--- src/rtl/sha1_pkg.sv ---
// Shared types and constants for the SHA-1 stream hasher.
// Used by every module of the block; depends on nothing else.
package sha1_pkg;

   // One input item: a message byte, its valid flag and the end-of-message mark.
   typedef struct packed {
      logic [7:0] data_byte;
      logic       byte_valid;
      logic       end_of_message;
   } sha1_req_type;

   // One result item: a digest word with its position.
   typedef struct packed {
      logic [31:0] digest_word;
      logic [2:0]  word_index;
      logic        last_word;
   } sha1_rsp_type;

   // One 32-bit schedule word on its way from the front end to the round engine.
   // blk_last marks the closing word of the final block of a message.
   typedef struct packed {
      logic [31:0] word;
      logic        blk_last;
   } sha1_word_type;

   localparam int DIGEST_WORDS    = 5;
   localparam int BLOCK_WORDS     = 16;
   localparam int LEN_OFFSET      = 56;
   localparam int LEN_WORD_IDX    = LEN_OFFSET / 4;
   localparam int ROUNDS          = 80;
   localparam int ROUNDS_PER_STEP = 20;

   localparam logic [7:0] PAD_MARKER = 8'h80;

   localparam logic [31:0] INIT_H [DIGEST_WORDS] = '{
      32'h6745_2301, 32'hEFCD_AB89, 32'h98BA_DCFE, 32'h1032_5476, 32'hC3D2_E1F0
   };

   localparam logic [31:0] K0 = 32'h5A82_7999;
   localparam logic [31:0] K1 = 32'h6ED9_EBA1;
   localparam logic [31:0] K2 = 32'h8F1B_BCDC;
   localparam logic [31:0] K3 = 32'hCA62_C1D6;

endpackage

--- src/rtl/sha1_stream_hasher_unit.sv ---
// SHA-1 stream hasher: bytes in, five big-endian digest words out per message.
// Throughput: one byte per cycle while the word queue has room and no padding is under way;
// each 64-byte block takes 80 rounds and one chaining update in the round engine.
// After the last item the front end writes the padding words; each padded block then goes
// through the round engine, and the digest enters the output register at the final update.
// Reset is synchronous and active high; it empties the queue and restores the initial chain.
module sha1_stream_hasher_unit #(
   parameter int QUEUE_DEPTH = 16
) (
   input  logic                   clock,
   input  logic                   reset,
   input  logic                   req_valid,
   output logic                   req_stall,
   input  sha1_pkg::sha1_req_type req_data,
   output logic                   rsp_valid,
   input  logic                   rsp_stall,
   output sha1_pkg::sha1_rsp_type rsp_data
);

   // The front end takes one item per transfer, packs four bytes into a word and, after the
   // end-of-message mark, writes the marker word, zero words and the two length words. It
   // holds req_stall high while it pads and whenever the queue is full.
   //
   // The queue lets the front end gather the next block while the round engine is still
   // busy, so the two sides stall independently of one another.
   //
   // The round engine consumes one word per round during the first sixteen rounds and
   // expands the schedule from a sixteen-word window afterwards. The closing word of a
   // message carries a flag; after that block the digest is moved to an output register
   // of five words, which drains at the pace of rsp_stall while hashing carries on.

   logic                    push_valid;
   sha1_pkg::sha1_word_type push_data;
   logic                    queue_full;
   logic                    pop;
   logic                    head_valid;
   sha1_pkg::sha1_word_type head_data;

   sha1_front u_front (
      .clock      (clock),
      .reset      (reset),
      .req_valid  (req_valid),
      .req_stall  (req_stall),
      .req_data   (req_data),
      .push_valid (push_valid),
      .push_data  (push_data),
      .queue_full (queue_full)
   );

   sha1_queue #(
      .DEPTH (QUEUE_DEPTH)
   ) u_queue (
      .clock      (clock),
      .reset      (reset),
      .push_valid (push_valid),
      .push_data  (push_data),
      .full       (queue_full),
      .pop        (pop),
      .head_valid (head_valid),
      .head_data  (head_data)
   );

   sha1_back u_back (
      .clock      (clock),
      .reset      (reset),
      .head_valid (head_valid),
      .head_data  (head_data),
      .pop        (pop),
      .rsp_valid  (rsp_valid),
      .rsp_stall  (rsp_stall),
      .rsp_data   (rsp_data)
   );

endmodule

--- src/rtl/sha1_front.sv ---
// Front end of the SHA-1 hasher: packs bytes into big-endian words and appends padding.
// Depends on sha1_pkg; feeds sha1_queue.
module sha1_front (
   input  logic                   clock,
   input  logic                   reset,
   input  logic                   req_valid,
   output logic                   req_stall,
   input  sha1_pkg::sha1_req_type req_data,
   output logic                   push_valid,
   output sha1_pkg::sha1_word_type push_data,
   input  logic                   queue_full
);

   typedef enum logic [4:0] {
      FS_ACCEPT = 5'b00001,
      FS_MARK   = 5'b00010,
      FS_ZERO   = 5'b00100,
      FS_LEN_HI = 5'b01000,
      FS_LEN_LO = 5'b10000
   } front_state_type;

   front_state_type state_ff, state_in;
   logic [1:0]  pos_ff, pos_in;
   logic [3:0]  cnt_ff, cnt_in;
   logic [60:0] len_ff, len_in;
   logic [31:0] word_ff, word_in;
   logic [31:0] pad_word;
   logic        accept;

   assign req_stall = (state_ff != FS_ACCEPT) || queue_full;
   assign accept    = req_valid && !req_stall;

   // Word holding the bytes so far with the marker byte right after them.
   always_comb begin
      case (pos_ff)
         2'd0: pad_word = {sha1_pkg::PAD_MARKER, 24'h0};
         2'd1: pad_word = {word_ff[31:24], sha1_pkg::PAD_MARKER, 16'h0};
         2'd2: pad_word = {word_ff[31:16], sha1_pkg::PAD_MARKER, 8'h0};
         2'd3: pad_word = {word_ff[31:8], sha1_pkg::PAD_MARKER};
         default: pad_word = {sha1_pkg::PAD_MARKER, 24'h0};
      endcase
   end

   always_comb begin
      state_in   = state_ff;
      pos_in     = pos_ff;
      cnt_in     = cnt_ff;
      len_in     = len_ff;
      word_in    = word_ff;
      push_valid = 1'b0;
      push_data  = '{word: 32'h0, blk_last: 1'b0};
      case (state_ff)
         FS_ACCEPT: begin
            if (accept) begin
               if (req_data.byte_valid) begin
                  len_in = len_ff + 61'd1;
                  pos_in = pos_ff + 2'd1;
                  case (pos_ff)
                     2'd0: word_in = {req_data.data_byte, 24'h0};
                     2'd1: word_in = {word_ff[31:24], req_data.data_byte, 16'h0};
                     2'd2: word_in = {word_ff[31:16], req_data.data_byte, 8'h0};
                     2'd3: word_in = {word_ff[31:8], req_data.data_byte};
                     default: word_in = word_ff;
                  endcase
                  if (pos_ff == 2'd3) begin
                     push_valid = 1'b1;
                     push_data  = '{word: word_in, blk_last: 1'b0};
                     cnt_in     = cnt_ff + 4'd1;
                  end
               end
               if (req_data.end_of_message) begin
                  state_in = FS_MARK;
               end
            end
         end
         FS_MARK, FS_ZERO: begin
            if (!queue_full) begin
               push_valid = 1'b1;
               push_data  = '{word: (state_ff == FS_MARK) ? pad_word : 32'h0,
                              blk_last: 1'b0};
               cnt_in     = cnt_ff + 4'd1;
               // The length goes into the last two words of a block.
               if (cnt_ff == 4'(sha1_pkg::LEN_WORD_IDX - 1)) begin
                  state_in = FS_LEN_HI;
               end else begin
                  state_in = FS_ZERO;
               end
            end
         end
         FS_LEN_HI: begin
            if (!queue_full) begin
               push_valid = 1'b1;
               push_data  = '{word: len_ff[60:29], blk_last: 1'b0};
               cnt_in     = cnt_ff + 4'd1;
               state_in   = FS_LEN_LO;
            end
         end
         FS_LEN_LO: begin
            if (!queue_full) begin
               push_valid = 1'b1;
               push_data  = '{word: {len_ff[28:0], 3'b000}, blk_last: 1'b1};
               cnt_in     = 4'd0;
               pos_in     = 2'd0;
               len_in     = 61'd0;
               state_in   = FS_ACCEPT;
            end
         end
         default: begin
            state_in = FS_ACCEPT;
         end
      endcase
   end

   always_ff @(posedge clock) begin
      if (reset) begin
         state_ff <= FS_ACCEPT;
         pos_ff   <= 2'd0;
         cnt_ff   <= 4'd0;
         len_ff   <= 61'd0;
      end else begin
         state_ff <= state_in;
         pos_ff   <= pos_in;
         cnt_ff   <= cnt_in;
         len_ff   <= len_in;
      end
   end

   always_ff @(posedge clock) begin
      word_ff <= word_in;
   end

endmodule

--- src/rtl/sha1_queue.sv ---
// Word queue between the SHA-1 front end and the round engine.
// Depends on sha1_pkg for the entry type.
module sha1_queue #(
   parameter int DEPTH = 16
) (
   input  logic                    clock,
   input  logic                    reset,
   input  logic                    push_valid,
   input  sha1_pkg::sha1_word_type push_data,
   output logic                    full,
   input  logic                    pop,
   output logic                    head_valid,
   output sha1_pkg::sha1_word_type head_data
);

   localparam int PTR_W = (DEPTH > 1) ? $clog2(DEPTH) : 1;
   localparam int CNT_W = $clog2(DEPTH + 1);

   sha1_pkg::sha1_word_type slot_ff [DEPTH];
   logic [PTR_W-1:0] wr_ptr_ff, wr_ptr_in;
   logic [PTR_W-1:0] rd_ptr_ff, rd_ptr_in;
   logic [CNT_W-1:0] count_ff, count_in;
   logic             do_push, do_pop;

   assign full       = (count_ff == CNT_W'(DEPTH));
   assign head_valid = (count_ff != '0);
   assign head_data  = slot_ff[rd_ptr_ff];
   assign do_push    = push_valid && !full;
   assign do_pop     = pop && head_valid;

   always_comb begin
      wr_ptr_in = wr_ptr_ff;
      rd_ptr_in = rd_ptr_ff;
      count_in  = count_ff;
      if (do_push) begin
         wr_ptr_in = (wr_ptr_ff == PTR_W'(DEPTH - 1)) ? '0 : wr_ptr_ff + PTR_W'(1);
      end
      if (do_pop) begin
         rd_ptr_in = (rd_ptr_ff == PTR_W'(DEPTH - 1)) ? '0 : rd_ptr_ff + PTR_W'(1);
      end
      if (do_push && !do_pop) begin
         count_in = count_ff + CNT_W'(1);
      end else if (do_pop && !do_push) begin
         count_in = count_ff - CNT_W'(1);
      end
   end

   always_ff @(posedge clock) begin
      if (reset) begin
         wr_ptr_ff <= '0;
         rd_ptr_ff <= '0;
         count_ff  <= '0;
      end else begin
         wr_ptr_ff <= wr_ptr_in;
         rd_ptr_ff <= rd_ptr_in;
         count_ff  <= count_in;
      end
   end

   always_ff @(posedge clock) begin
      if (do_push) begin
         slot_ff[wr_ptr_ff] <= push_data;
      end
   end

endmodule

--- src/rtl/sha1_back.sv ---
// SHA-1 round engine: one round per cycle unless starved; chaining update, digest output.
// Depends on sha1_pkg; takes words from sha1_queue.
module sha1_back (
   input  logic                    clock,
   input  logic                    reset,
   input  logic                    head_valid,
   input  sha1_pkg::sha1_word_type head_data,
   output logic                    pop,
   output logic                    rsp_valid,
   input  logic                    rsp_stall,
   output sha1_pkg::sha1_rsp_type  rsp_data
);

   localparam int NW = sha1_pkg::DIGEST_WORDS;

   typedef enum logic [1:0] {
      BS_ROUND  = 2'b01,
      BS_UPDATE = 2'b10
   } back_state_type;

   back_state_type state_ff, state_in;
   logic [6:0]  round_ff, round_in;
   logic        blk_last_ff, blk_last_in;
   logic [31:0] h_ff [NW];
   logic [31:0] h_in [NW];
   logic [31:0] v_ff [NW];
   logic [31:0] v_in [NW];
   logic [31:0] sum  [NW];
   logic [31:0] win_ff [sha1_pkg::BLOCK_WORDS];
   logic [31:0] win_in [sha1_pkg::BLOCK_WORDS];
   logic [31:0] dig_ff [NW];
   logic [31:0] dig_in [NW];
   logic        out_valid_ff, out_valid_in;
   logic [2:0]  idx_ff, idx_in;
   logic        step, early, rsp_done;
   logic [31:0] w_exp, w_cur, fn, kc, t;

   assign early    = (round_ff < 7'(sha1_pkg::BLOCK_WORDS));
   assign step     = (state_ff == BS_ROUND) && (!early || head_valid);
   assign pop      = (state_ff == BS_ROUND) && early && head_valid;
   assign rsp_done = out_valid_ff && !rsp_stall;

   // Message schedule from the sliding window: entry 15 is the newest word.
   assign w_exp = win_ff[13] ^ win_ff[8] ^ win_ff[2] ^ win_ff[0];
   assign w_cur = early ? head_data.word : {w_exp[30:0], w_exp[31]};

   always_comb begin
      if (round_ff < 7'(sha1_pkg::ROUNDS_PER_STEP)) begin
         fn = (v_ff[1] & v_ff[2]) | (~v_ff[1] & v_ff[3]);
         kc = sha1_pkg::K0;
      end else if (round_ff < 7'(2 * sha1_pkg::ROUNDS_PER_STEP)) begin
         fn = v_ff[1] ^ v_ff[2] ^ v_ff[3];
         kc = sha1_pkg::K1;
      end else if (round_ff < 7'(3 * sha1_pkg::ROUNDS_PER_STEP)) begin
         fn = (v_ff[1] & v_ff[2]) | (v_ff[1] & v_ff[3]) | (v_ff[2] & v_ff[3]);
         kc = sha1_pkg::K2;
      end else begin
         fn = v_ff[1] ^ v_ff[2] ^ v_ff[3];
         kc = sha1_pkg::K3;
      end
   end

   assign t = {v_ff[0][26:0], v_ff[0][31:27]} + fn + v_ff[4] + kc + w_cur;

   always_comb begin
      for (int i = 0; i < NW; i++) begin
         sum[i] = h_ff[i] + v_ff[i];
      end
   end

   always_comb begin
      state_in     = state_ff;
      round_in     = round_ff;
      blk_last_in  = blk_last_ff;
      h_in         = h_ff;
      v_in         = v_ff;
      win_in       = win_ff;
      dig_in       = dig_ff;
      out_valid_in = out_valid_ff;
      idx_in       = idx_ff;

      if (rsp_done) begin
         for (int i = 0; i < NW - 1; i++) begin
            dig_in[i] = dig_ff[i + 1];
         end
         idx_in = idx_ff + 3'd1;
         if (idx_ff == 3'(NW - 1)) begin
            out_valid_in = 1'b0;
         end
      end

      case (state_ff)
         BS_ROUND: begin
            if (step) begin
               for (int i = 0; i < sha1_pkg::BLOCK_WORDS - 1; i++) begin
                  win_in[i] = win_ff[i + 1];
               end
               win_in[sha1_pkg::BLOCK_WORDS - 1] = w_cur;
               v_in[0] = t;
               v_in[1] = v_ff[0];
               v_in[2] = {v_ff[1][1:0], v_ff[1][31:2]};
               v_in[3] = v_ff[2];
               v_in[4] = v_ff[3];
               if (round_ff == 7'(sha1_pkg::BLOCK_WORDS - 1)) begin
                  blk_last_in = head_data.blk_last;
               end
               if (round_ff == 7'(sha1_pkg::ROUNDS - 1)) begin
                  round_in = 7'd0;
                  state_in = BS_UPDATE;
               end else begin
                  round_in = round_ff + 7'd1;
               end
            end
         end
         BS_UPDATE: begin
            if (!blk_last_ff) begin
               h_in     = sum;
               v_in     = sum;
               state_in = BS_ROUND;
            end else if (!out_valid_ff) begin
               // Digest goes to the output register; chain restarts for the next message.
               dig_in       = sum;
               out_valid_in = 1'b1;
               idx_in       = 3'd0;
               h_in         = sha1_pkg::INIT_H;
               v_in         = sha1_pkg::INIT_H;
               state_in     = BS_ROUND;
            end
         end
         default: begin
            state_in = BS_ROUND;
         end
      endcase
   end

   always_ff @(posedge clock) begin
      if (reset) begin
         state_ff     <= BS_ROUND;
         round_ff     <= 7'd0;
         blk_last_ff  <= 1'b0;
         h_ff         <= sha1_pkg::INIT_H;
         v_ff         <= sha1_pkg::INIT_H;
         out_valid_ff <= 1'b0;
         idx_ff       <= 3'd0;
      end else begin
         state_ff     <= state_in;
         round_ff     <= round_in;
         blk_last_ff  <= blk_last_in;
         h_ff         <= h_in;
         v_ff         <= v_in;
         out_valid_ff <= out_valid_in;
         idx_ff       <= idx_in;
      end
   end

   always_ff @(posedge clock) begin
      win_ff <= win_in;
      dig_ff <= dig_in;
   end

   assign rsp_valid = out_valid_ff;
   assign rsp_data  = '{digest_word: dig_ff[0], word_index: idx_ff,
                        last_word: (idx_ff == 3'(NW - 1))};

endmodule

--- config.mk ---
export PLATFORM = sky130hd
export DESIGN_NAME = sha1_stream_hasher_unit
export DESIGN_NICKNAME = d
export VERILOG_FILES = /design/src/rtl/sha1_pkg.sv /design/src/rtl/sha1_stream_hasher_unit.sv /design/src/rtl/sha1_front.sv /design/src/rtl/sha1_queue.sv /design/src/rtl/sha1_back.sv
export SDC_FILE = /design/constraint.sdc
export NUM_CORES = 2
export LEC_CHECK = 0
export BUFFER_PORTS_ARGS = -buffer_cell sky130_fd_sc_hd__buf_2
export CORE_ASPECT_RATIO = 1.1
export CORE_MARGIN = 10
export CORE_UTILIZATION = 66
export CTS_BUF_LIST = sky130_fd_sc_hd__clkbuf_8
export CTS_CLUSTER_SIZE = 28
export DETAILED_ROUTE_END_ITERATION = 16
export PLACE_DENSITY = 0.81
export SLEW_MARGIN = 30
export SYNTH_ARGS = -nofsm -noshare
export SYNTH_HDL_FRONTEND = slang
export SYNTH_HIERARCHICAL = 1
export SYNTH_SLANG_ARGS = --single-unit
--- constraint.sdc ---
create_clock -name clock -period 23.8 [get_ports clock]
set_input_delay 3.57 -clock clock [delete_from_list [all_inputs] [get_ports clock]]
set_output_delay 3.57 -clock clock [all_outputs]
set_load 0.02 [all_outputs]
==> results.cfg <==
[detailed_routing]
vias = 52400
vias_per_cell = 6.65
drt_iter0_markers = 6352
first_pass_iters = 6
wl_um = 202000
drcViolationCount = 0
wl_per_cell_um = 25.7
ant_nets = 0

[global_route]
grt_first_pass_wirelength_um = 305000
antenna_found_initial = 3
grt_max_degree = 214
grt_pass1_vias = 51200
gr-total-overflow = 0
grt.total_usage_pct = 31.1

[logic_synthesis]
yosysSeqAreaShare_pct = 58.5
syn-num-nets = 6499
yosysWarnings = 6
syn_inst = 6147
ys_seq_elements = 1647
yosys.area.top_type = edfxtp_1
netlist_area_um2 = 75100
synth_flop_cell = edfxtp_1
netlist.area_leader.share_pct = 43.8
synth_edf_count = 1096
ys_types = 105
synthArstFlopShare_pct = 0
synth_area_leaders = edfxtp_1 (44%), dfxtp_1 (15%), mux4_2 (4.0%), ha_1 (3.5%), fa_1 (3.4%)
avgSynthCellArea_um2 = 12.2

[clocking]
clock_path_buffers = 4
htreeDepth = 5
cts_hold_buf = 0
clk_pin_slew_worst_paths_ps = 70
numCtsBuffers = 274
cts_resized = 0
cts_root_buf = clkbuf_8
clkSinkCount = 1647
cts_tree = built
cts_setup_buffers = 0
clk_latency_ps = 990

[timing]
hold_ws_ps = 405
drv_slew = 0
timing.fmax_mhz = 144
skew_ps = 57.9
min_period_over_period_pct = 29.1
worst_pin_slew_ps = 1040
fin_setup_tns_ps = 0
post-route-min-period_ps = 6930
rsz0062_at_grt = false
hold_viol_final = 0
setup_ws_ps = 16870
setup_viol = 0
slew-limit-headroom_pct = 30.9

[flow_run]
cap_viol_max_count = 0

[layout]
utilization_pct = 72.4
fillers = 7261
post-route-cell-area_um2 = 81500
area_growth_syn_to_layout_pct = 8.60
nets = 6540
layout_commonest_cell = edfxtp_1
layout_common_cells = edfxtp_1 (1,096), dfxtp_1 (549), nand2_1 (547), nor2_1 (426), a21oi_1 (422)
layout-drive-gt1-share_pct = 11.1
final_cells = 7881

[setup_path]
crit_fanout = 52
crit_path_top_delay_cell = dfxtp_4
crit_arrival_ps = 7800
path_class = flop to flop
reg2regPathDepth = 22
cp.required_ps = 24660
critPathTopFamily = compound AO/OA/AOI/OAI gates
regToRegEndpoint = u_back/v_ff[159]$_SDFFE_PP0P_
max_stage_delay_ps = 860
crit_buf_inv = 4
path_cells = buf_6 > mux4_2 > a22oi_1 > nand2_1 > nand2_1 > o21a_1 > fa_1 > inv_1 > fa_1 > inv_1 > fa_1 > inv_1 > ha_1 > nor2b_1 > o2111ai_1 > a31oi_1 > a21o_1 > a211oi_1 > o31a_1 > xnor2_1 > nand2_1 > a311oi_1
cp-end-kind = flop
worstSetupStartpointType = flop
r2r_slack_ps = 16870

[run_status]
status = complete, no violations

[min_path]
min-delay-start = u_back/win_ff[267]$_DFFE_PP_
whs_path_depth = 0
hold_end = u_back/win_ff[299]$_DFFE_PP_
hold_class = flop to flop

[place]
port_buffers = 51
dp_hpwl_um = 131000
dp.cells = 7416
dp_slack_ps = 16960
dpl_cell_area_um2 = 76500
gp_congestion = 0.970

[floorplanning]
start_util_pct = 66.6
dieArea_um2 = 128000
core_area_um2 = 113000
pin_count = 52
row_count = 129
die_h_um = 374
die-width_um = 342

[power]
ir_drop_v = 0.000167
total_power_mw = 12.3
p_leak_nw = 30.1
p_per_area_nw_per_um2 = 151
-- registers in the layout (all words and copies together) (netlist names), 4 cells and up, named ones only --
register,count
u_back/dig_ff,128
u_back/h_ff,160
u_back/round_ff,7
u_back/rsp_data,32
u_back/v_ff,160
u_back/win_ff,512
u_front/cnt_ff,4
u_front/len_ff,61
u_front/state_ff,5
u_front/word_ff,24
u_queue/count_ff,5
u_queue/rd_ptr_ff,4
u_queue/slot_ff,528
u_queue/wr_ptr_ff,4
-- worst register-to-register path: cells and delay by family, from the launching register on --
| kind | cells | cell delay [ps] |
|---|---|---|
| adder cells (fa/ha/maj) | 4 | 1570 |
| buffers and inverters | 4 | 820 |
| multiplexers | 1 | 620 |
| XOR/XNOR | 1 | 150 |
| AO/OA/AOI/OAI | 8 | 2230 |
| flip-flops | 1 | 860 |
| AND/OR/NAND/NOR | 4 | 560 |
-- synthesized netlist by cell type (51+ instances only) --
library cell and n:
a211oi_1 76, a21o_1 88, a21oi_1 422, a221o_1 67
a22oi_1 140, a31oi_1 81, clkbuf_1 246, dfxtp_1 551
edfxtp_1 1096, fa_1 126, ha_1 212, inv_1 286
mux4_2 132, nand2_1 549, nand3_1 86, nand4_1 58
nor2_1 430, nor3_1 51, o21a_1 57, o21ai_0 217
o22ai_1 81, xnor2_1 214, xor2_1 80
-- power breakdown --
group	internal (mW)	total, mW	switching [mW]
Sequential	3.97	4.47	0.503
Clock	1.24	2.34	1.10
Combinational	2.21	5.54	3.33
Total	7.42	12.3	4.93
-- routing by layer --
metal | wire [µm] | GRT usage (%) | part of all wire [%]
met1 | 75700 | 40.3 | 37
met2 | 94700 | 48.8 | 47
met3 | 19900 | 5.91 | 9.8
met4 | 12100 | 18.1 | 6.0
met5 | 0 | 0 | 0
-- logic make-up after synthesis --
| kind of cell | after synthesis | share of synthesized area, % |
|---|---|---|
| XOR/XNOR | 295 | 3.45 |
| multiplexers | 183 | 4.64 |
| adder cells (fa/ha/maj) | 338 | 6.89 |
| AND/OR/NAND/NOR | 1468 | 8.95 |
| AO/OA/AOI/OAI | 1569 | 14.1 |
| flip-flops | 1647 | 58.5 |
| buffers and inverters | 647 | 3.47 |
-- worst max-delay path by stage --
stage | end | cells past startpoint
after floorplan | u_back/round_ff[0]$_SDFFE_PP0P_ | 9
after global placement | u_back/v_ff[159]$_SDFFE_PP0P_ | 22
after detailed placement | u_back/v_ff[156]$_SDFFE_PP0P_ | 19
after CTS | u_back/v_ff[159]$_SDFFE_PP0P_ | 22
after global routing | u_back/v_ff[159]$_SDFFE_PP0P_ | 22
final | u_back/v_ff[159]$_SDFFE_PP0P_ | 22
-- final cells by class --
type | instances | area (µm²) | share of cell area (%)
repair buffers | 123 | 907 | 1.11
clock inverters | 165 | 932 | 1.14
well taps | 1506 | 1880 | 2.31
flip-flops and latches | 1647 | 43900 | 53.9
clock buffers | 296 | 4070 | 5.00
inverters | 289 | 1090 | 1.34
multi-input cells | 3853 | 28700 | 35.2
diodes | 2 | 5.00 | 0.00614
Power figures use the tool's default switching activity.
